--- config.mk ---
export PLATFORM = sky130hd
export DESIGN_NAME = riff_chunk_stream_parser
export DESIGN_NICKNAME = d
export VERILOG_FILES = /design/src/hw/rtl/riff_pkg.sv /design/src/hw/rtl/riff_chunk_stream_parser.sv
export SDC_FILE = /design/constraint.sdc
export NUM_CORES = 2
export LEC_CHECK = 0
export ABC_AREA = 1
export BUFFER_PORTS_ARGS = -buffer_cell sky130_fd_sc_hd__buf_2
export CORE_MARGIN = 1.5
export CORE_UTILIZATION = 30
export DETAILED_ROUTE_END_ITERATION = 12
export SYNTH_ARGS = -nofsm -noshare
export SYNTH_HDL_FRONTEND = slang
export SYNTH_SLANG_ARGS = --single-unit
--- constraint.sdc ---
create_clock -name clk -period 28.1 [get_ports clk]
set_clock_uncertainty 0.05 [all_clocks]
set_input_delay 5.62 -clock clk [delete_from_list [all_inputs] [get_ports clk]]
set_output_delay 5.62 -clock clk [all_outputs]
set_load 0.01 [all_outputs]
--- src/hw/rtl/riff_pkg.sv ---
// Shared types and constants for the RIFF chunk stream parser.
package riff_pkg;

  localparam int IN_TDATA_W  = 40;
  localparam int OUT_TDATA_W = 144;
  localparam int EVENT_W     = 3;
  localparam int DEPTH_OUT_W = 4;

  localparam logic [31:0] TAG_RIFF = 32'h4646_4952;
  localparam logic [31:0] TAG_LIST = 32'h5453_494C;

  localparam logic [EVENT_W-1:0] EV_FILE_FORM  = 3'd0;
  localparam logic [EVENT_W-1:0] EV_LIST_START = 3'd1;
  localparam logic [EVENT_W-1:0] EV_CHUNK      = 3'd2;
  localparam logic [EVENT_W-1:0] EV_DATA       = 3'd3;
  localparam logic [EVENT_W-1:0] EV_NOT_RIFF   = 3'd4;

  localparam logic [0:0] KIND_BYTE   = 1'b0;
  localparam logic [0:0] KIND_RESYNC = 1'b1;

  localparam logic [3:0]  FILE_HDR_LAST  = 4'd11;
  localparam logic [3:0]  CHUNK_HDR_LAST = 4'd7;
  localparam logic [3:0]  LIST_HDR_LAST  = 4'd11;
  localparam logic [31:0] FILE_HDR_LEN   = 32'd12;
  localparam logic [31:0] CHUNK_HDR_LEN  = 32'd8;
  localparam logic [31:0] LIST_HDR_LEN   = 32'd12;

  typedef struct packed {
    logic [EVENT_W-1:0]     event_res;
    logic [31:0]            fourcc;
    logic [31:0]            chunk_size;
    logic [31:0]            list_form;
    logic [31:0]            data_position;
    logic [DEPTH_OUT_W-1:0] nesting_depth;
    logic [7:0]             data_value;
    logic                   last_of_chunk;
    logic                   stack_overflow;
  } result_t;

endpackage

--- src/hw/rtl/riff_chunk_stream_parser.sv ---
// RIFF chunk stream parser: header decode, LIST end stack and payload streaming.
//
// Usage:
//   The s_axis channel carries one request per cycle while tready is high: tuser = 0
//   is a stream byte in tdata[7:0], tuser = 1 is a resync with the position of the next
//   header in tdata[39:8]. Each request gives zero or one result on m_axis: file form,
//   list start, chunk start, chunk data byte (tlast on the final payload byte) or not
//   RIFF, with the event code in tuser.
//   Results are registered in the output register, or in the skid register on a stall.
//   Throughput is one request per cycle while the skid register is not full; header bytes,
//   stack pops and payload counters are all settled in the cycle after the input handshake.
//   The LIST stack holds LIST_STACK_DEPTH end offsets; all finished entries are
//   popped at once with one comparator per entry.
//   When m_axis stalls, one further result is held in a skid register and s_axis
//   keeps taking requests; tready drops only while the skid register is full.
//   Reset (rst, synchronous) empties the output and skid registers and the stack and
//   returns to the file header check at position zero.
module riff_chunk_stream_parser #(
  parameter int LIST_STACK_DEPTH = 8
) (
  input  logic                               clk,
  input  logic                               rst,
  input  logic                               s_axis_tvalid,
  output logic                               s_axis_tready,
  // [7:0] stream_byte, [39:8] resync_position
  input  logic [riff_pkg::IN_TDATA_W-1:0]    s_axis_tdata,
  // [0] kind
  input  logic                               s_axis_tuser,
  output logic                               m_axis_tvalid,
  input  logic                               m_axis_tready,
  // [31:0] fourcc, [63:32] chunk_size, [95:64] list_form, [127:96] data_position,
  // [131:128] nesting_depth, [139:132] data_value, [140] stack_overflow
  output logic [riff_pkg::OUT_TDATA_W-1:0]   m_axis_tdata,
  // [2:0] event_res
  output logic [riff_pkg::EVENT_W-1:0]       m_axis_tuser,
  output logic                               m_axis_tlast
);

  localparam int CW = $clog2(LIST_STACK_DEPTH + 1);
  localparam int IW = (LIST_STACK_DEPTH > 1) ? $clog2(LIST_STACK_DEPTH) : 1;

  localparam logic [2:0] PH_FILE = 3'd0;
  localparam logic [2:0] PH_HDR  = 3'd1;
  localparam logic [2:0] PH_DATA = 3'd2;
  localparam logic [2:0] PH_PAD  = 3'd3;
  localparam logic [2:0] PH_ERR  = 3'd4;

  logic [2:0]    phase, phase_next;
  logic [31:0]   next_header_position, next_header_position_next;
  logic [3:0]    header_count, header_count_next;
  logic [31:0]   payload_left, payload_left_next;
  logic          pad_pending, pad_pending_next;
  logic [CW-1:0] stack_count, stack_count_next;
  logic [7:0]    header_bytes [12];
  logic [32:0]   list_end_stack [LIST_STACK_DEPTH];

  logic          hb_we;
  logic          push_en;
  logic [32:0]   push_val;
  logic [CW-1:0] pop_count;
  logic          res_valid;
  riff_pkg::result_t res;
  riff_pkg::result_t out_reg, skid_reg;
  logic          skid_valid;

  logic          accept, out_fire;
  logic          kind;
  logic [7:0]    b;
  logic [31:0]   rpos;
  logic [31:0]   w0, w4, size_hdr, form_last, hpos;
  logic [CW+3:0] depth_ext;

  assign accept   = s_axis_tvalid && s_axis_tready;
  assign out_fire = m_axis_tvalid && m_axis_tready;
  assign kind     = s_axis_tuser;
  assign b        = s_axis_tdata[7:0];
  assign rpos     = s_axis_tdata[39:8];
  assign hpos     = next_header_position;

  assign w0        = {header_bytes[3], header_bytes[2], header_bytes[1], header_bytes[0]};
  assign w4        = {header_bytes[7], header_bytes[6], header_bytes[5], header_bytes[4]};
  assign size_hdr  = {b, header_bytes[6], header_bytes[5], header_bytes[4]};
  assign form_last = {b, header_bytes[10], header_bytes[9], header_bytes[8]};

  always_comb begin
    pop_count = '0;
    for (int i = 0; i < LIST_STACK_DEPTH; i++) begin
      if ((CW'(i) < stack_count) && (list_end_stack[i] > {1'b0, hpos})) begin
        pop_count = CW'(i + 1);
      end
    end
  end

  assign depth_ext = {4'b0, stack_count_next};

  always_comb begin
    phase_next                = phase;
    next_header_position_next = next_header_position;
    header_count_next         = header_count;
    payload_left_next         = payload_left;
    pad_pending_next          = pad_pending;
    stack_count_next          = stack_count;
    hb_we                     = 1'b0;
    push_en                   = 1'b0;
    push_val                  = {1'b0, hpos} + {1'b0, riff_pkg::CHUNK_HDR_LEN} + {1'b0, w4};
    res_valid                 = 1'b0;
    res                       = '0;

    if (accept) begin
      if (kind == riff_pkg::KIND_RESYNC) begin
        header_count_next = '0;
        payload_left_next = '0;
        pad_pending_next  = 1'b0;
        if (rpos == 32'd0) begin
          next_header_position_next = '0;
          stack_count_next          = '0;
          phase_next                = PH_FILE;
        end else if (rpos[0]) begin
          next_header_position_next = rpos + 32'd1;
          phase_next                = PH_PAD;
        end else begin
          next_header_position_next = rpos;
          phase_next                = PH_HDR;
        end
      end else begin
        unique case (phase)
          PH_FILE: begin
            hb_we             = 1'b1;
            header_count_next = header_count + 4'd1;
            if (header_count == riff_pkg::FILE_HDR_LAST) begin
              header_count_next = '0;
              res_valid         = 1'b1;
              if (w0 != riff_pkg::TAG_RIFF) begin
                phase_next    = PH_ERR;
                res.event_res = riff_pkg::EV_NOT_RIFF;
              end else begin
                next_header_position_next = riff_pkg::FILE_HDR_LEN;
                phase_next                = PH_HDR;
                res.event_res             = riff_pkg::EV_FILE_FORM;
                res.fourcc                = form_last;
                res.chunk_size            = w4;
                res.data_position         = riff_pkg::FILE_HDR_LEN;
              end
            end
          end
          PH_HDR: begin
            hb_we             = 1'b1;
            header_count_next = header_count + 4'd1;
            if (header_count == riff_pkg::CHUNK_HDR_LAST) begin
              stack_count_next = pop_count;
              if (w0 != riff_pkg::TAG_LIST) begin
                header_count_next         = '0;
                next_header_position_next = hpos + riff_pkg::CHUNK_HDR_LEN + size_hdr +
                                            {31'b0, size_hdr[0]};
                payload_left_next         = size_hdr;
                pad_pending_next          = size_hdr[0];
                phase_next                = (size_hdr != 32'd0) ? PH_DATA : PH_HDR;
                res_valid                 = 1'b1;
                res.event_res             = riff_pkg::EV_CHUNK;
                res.fourcc                = w0;
                res.chunk_size            = size_hdr;
                res.data_position         = hpos + riff_pkg::CHUNK_HDR_LEN;
              end
            end else if (header_count == riff_pkg::LIST_HDR_LAST) begin
              header_count_next         = '0;
              next_header_position_next = hpos + riff_pkg::LIST_HDR_LEN;
              res_valid                 = 1'b1;
              res.event_res             = riff_pkg::EV_LIST_START;
              res.fourcc                = w0;
              res.chunk_size            = w4;
              res.list_form             = form_last;
              res.data_position         = hpos + riff_pkg::CHUNK_HDR_LEN;
              if (stack_count < CW'(LIST_STACK_DEPTH)) begin
                push_en          = 1'b1;
                stack_count_next = stack_count + CW'(1);
              end else begin
                res.stack_overflow = 1'b1;
              end
            end
          end
          PH_DATA: begin
            payload_left_next = (payload_left != 32'd0) ? payload_left - 32'd1 : payload_left;
            res_valid         = 1'b1;
            res.event_res     = riff_pkg::EV_DATA;
            res.data_value    = b;
            if (payload_left_next == 32'd0) begin
              phase_next        = pad_pending ? PH_PAD : PH_HDR;
              res.last_of_chunk = 1'b1;
            end
          end
          PH_PAD: begin
            pad_pending_next = 1'b0;
            phase_next       = PH_HDR;
          end
          default: begin
          end
        endcase
      end
    end
    res.nesting_depth = depth_ext[3:0];
  end

  always_ff @(posedge clk) begin
    if (rst) begin
      phase                <= PH_FILE;
      next_header_position <= '0;
      header_count         <= '0;
      payload_left         <= '0;
      pad_pending          <= 1'b0;
      stack_count          <= '0;
    end else begin
      phase                <= phase_next;
      next_header_position <= next_header_position_next;
      header_count         <= header_count_next;
      payload_left         <= payload_left_next;
      pad_pending          <= pad_pending_next;
      stack_count          <= stack_count_next;
    end
  end

  always_ff @(posedge clk) begin
    if (hb_we) begin
      header_bytes[header_count] <= b;
    end
    if (push_en) begin
      list_end_stack[stack_count[IW-1:0]] <= push_val;
    end
  end

  always_ff @(posedge clk) begin
    if (rst) begin
      m_axis_tvalid <= 1'b0;
      skid_valid    <= 1'b0;
    end else if (skid_valid) begin
      if (out_fire) begin
        m_axis_tvalid <= 1'b1;
        skid_valid    <= 1'b0;
      end
    end else if (res_valid) begin
      if (!m_axis_tvalid || out_fire) begin
        m_axis_tvalid <= 1'b1;
      end else begin
        skid_valid <= 1'b1;
      end
    end else if (out_fire) begin
      m_axis_tvalid <= 1'b0;
    end
  end

  always_ff @(posedge clk) begin
    if (skid_valid) begin
      if (out_fire) begin
        out_reg <= skid_reg;
      end
    end else if (res_valid) begin
      if (!m_axis_tvalid || out_fire) begin
        out_reg <= res;
      end else begin
        skid_reg <= res;
      end
    end
  end

  assign s_axis_tready = !skid_valid;
  assign m_axis_tuser  = out_reg.event_res;
  assign m_axis_tlast  = out_reg.last_of_chunk;
  assign m_axis_tdata  = {3'b0, out_reg.stack_overflow, out_reg.data_value,
                          out_reg.nesting_depth, out_reg.data_position, out_reg.list_form,
                          out_reg.chunk_size, out_reg.fourcc};

`ifndef SYNTHESIS
  a_skid_needs_out: assert property (@(posedge clk) disable iff (rst)
    skid_valid |-> m_axis_tvalid)
    else $error("skid register full while output register empty");

  a_skid_on_stall: assert property (@(posedge clk) disable iff (rst)
    $rose(skid_valid) |-> $past(m_axis_tvalid && !m_axis_tready))
    else $error("skid register filled without an output stall");

  a_stack_bound: assert property (@(posedge clk) disable iff (rst)
    stack_count <= CW'(LIST_STACK_DEPTH))
    else $error("LIST stack count beyond depth");

  a_err_idle_count: assert property (@(posedge clk) disable iff (rst)
    (phase == PH_ERR) |-> (header_count == 4'd0))
    else $error("header count moving in error phase");
`endif

endmodule
==> results.tsv <==
metric	value	unit
Die Y	367	um
fin util	34.5	%
register-to-register setup slack	22.63	ns
Rel. slew slack	13.6	%
Initial Util	30.2	%
Final period util	34.6	%
met1 usage in global routing	25.3	%
port bufs	191	
Yosys warning count	0	
Layout fillers	13400	
Max Fclk	103	MHz
arrival time worst endpoint	9.93	ns
Rows	133	
worst hold margin	0.431	ns
FF-to-FF path depth	9	
Mapped Avg Cell Area	9.69	um2
Netlist cell types	61	
ys async rst share	0	%
Overflow after GRT	0	
MaxCap Viol Count	0	
worst-case clock buffer depth	3	
Cell Area, Synth	39700	um2
GRT met3 Usage	3.23	%
Wirelength per Cell	21.3	um
Pins Over Slew Limit	0	
Total GRT Usage	18.9	%
Mapped Cells	4098	
Setup-failing EPs final	0	
Hold WC Path Type	flop to flop	
status	completed	
startpoint types	primary input	
Crit path required time	28.31	ns
most common cell in the synthesized netlist	nand2_1	
Setup CP Type	primary input to flop	
unrepaired setup endpoints after global routing	false	
worst-margin pin slew	1.29	ns
layout cell share with drive strength beyond 1	9.47	%
htree depth	3	
sequential element share of the synthesized area	52.5	%
Synth top area share	48.6	%
Post-CTS Setup Bufs	0	
initial antenna violation count	6	
crit path capture	skid_reg[27]	
Primary FF master, synth	edfxtp_1	
GR Layer Usage met2	30.9	%
Clock Latency Late Sink	0.66	ns
r2r endpoint	skid_reg[27]	
CTS root buffer	clkbuf_16	
worst hold start	pad_pending	
Synth Register Bits	720	
crit path time final	9.72	ns
Ports	195	
Post-synth top cells	nand2_1 (813), edfxtp_1 (642), nor2_1 (415), inv_1 (394), ha_1 (360)	
post-CTS sizing	0	
DR pass1 iterations	6	
vias in the first global route	29800	
CP startpoint	s_axis_tuser	
Crit Reg-Reg Startpoint	skid_valid	
CTS Buf Count	77	
max FFs per register	264	
clk slew on worst S/H paths	0.06	ns
VDD IR max	39.3	uV
die width	367	um
Placer Congestion	0.973	
via count	31200	
setup slack at placement	17.79	ns
number of flops mapped to enable cells by yosys	642	
1st-iter DRT viols	3202	
hold buffer count at CTS	0	
crit-path max FO	77	
Detail Placement HPWL	96700	um
clock sinks	720	
Residual DRC	0	
area of the core	131000	um2
GR peak layer	met2	
die area	135000	um2
Final Hold Viols	0	
Leakage	17.6	nW
first-pass GRT wire length	192000	um
setup slack after layout	18.38	ns
Post-Route WL	131000	um
pin count of the biggest net entering global routing	84	
vias per inst	5.09	
CTS tree	built	
Synth area leaders	edfxtp_1 (49%), ha_1 (11%), nand2_1 (7.7%)	
area grow syn2layout	14.4	%
P per Cell Area	63.2	nW/um2
CP endpoint kind	flop	
Final ANT Viol Nets	0	
setup tns final	0	ns
# nets final	4716	
largest area contributor in the netlist	edfxtp_1	
==> critical path: stages <==
cell	delay [ns]
buf_2	0.09
buf_4	0.27
nor2_1	0.88
nand3_1	0.31
inv_1	0.17
nand2_1	0.13
nor3_2	0.55
buf_4	0.80
buf_4	0.92
==> layout make-up <==
class / instances / area (um2) / area share (%)
tap: 1755 / 2200 / 4.84
timing repair buffer: 227 / 1230 / 2.70
antenna: 1 / 2.50 / 0.00551
clock inverter: 55 / 608 / 1.34
sequential: 720 / 20800 / 45.9
clock buffer: 89 / 1970 / 4.34
multi-input combinational: 2866 / 17000 / 37.4
inverter: 415 / 1560 / 3.43
==> cell families (layout without fill, tap and decap cells) <==
logic type | Yosys count | in the layout | share of synthesized area [%]
flops | 720 | 720 | 52.5
xor+xnor | 134 | 134 | 2.97
compound gates | 770 | 770 | 11.0
fa+ha+maj | 364 | 364 | 11.5
simple gates | 1595 | 1595 | 16.9
buf+inv | 514 | 786 | 5.05
other cells | 1 | 4 | 0.00944
==> layer usage <==
metal	routed length, um	vias to the layer above
li1	-	14800
met1	56300	15000
met2	59900	1195
met3	9800	214
met4	4520	6
met5	44	-
==> report_power, final <==
| part | total (mW) | internal, mW | switching [mW] |
|---|---|---|---|
| Sequential | 1.24 | 1.21 | 0.0234 |
| Clock | 1.05 | 0.595 | 0.456 |
| Combinational | 0.580 | 0.160 | 0.421 |
| Total | 2.87 | 1.97 | 0.900 |
==> through the flow <==
step / power (mW) / instance area (um2) / cells
2_1_floorplan: 1.61 / 39700 / 4100
6_report: 2.87 / 45400 / 6128
3_5_place_dp: 1.83 / 42800 / 5983
3_3_place_gp: 1.82 / 42800 / 5983
5_1_grt: 2.98 / 45400 / 6127
4_1_cts: 2.87 / 45400 / 6127
==> how the worst min path moves through the flow <==
stage	cells after the start	slack, ns	endpoint
2_1_floorplan	2	0.37	pad_pending
3_3_place_gp	2	0.39	pad_pending
3_5_place_dp	2	0.42	pad_pending
4_1_cts	2	0.43	pad_pending
5_1_grt	1	0.47	m_axis_tdata[3]
6_report	2	0.43	pad_pending
==> cell usage in the layout (no fill, tap or decap), types with 9 or more instances in the layout <==
| cell | instances |
|---|---|
| buf_2 | 191 |
| a21oi_1 | 315 |
| edfxtp_1 | 642 |
| o21a_1 | 12 |
| a21o_1 | 34 |
| inv_2 | 16 |
| clkinv_2 | 13 |
| buf_4 | 36 |
| bufinv_16 | 9 |
| inv_1 | 394 |
| nor4_1 | 51 |
| a31oi_1 | 15 |
| ha_1 | 360 |
| nand2_1 | 811 |
| o21ai_1 | 18 |
| nor2_4 | 12 |
| nor2_1 | 406 |
| xnor2_1 | 31 |
| nand3_1 | 114 |
| xor2_1 | 98 |
| nand4_1 | 69 |
| o22ai_1 | 11 |
| o211ai_1 | 51 |
| clkinv_1 | 23 |
| o21ai_0 | 254 |
| a221oi_2 | 9 |
| dfxtp_1 | 77 |
| clkbuf_16 | 77 |
| nor3_1 | 89 |
| clkbuf_1 | 12 |
(Power assumes the default switching activity.)
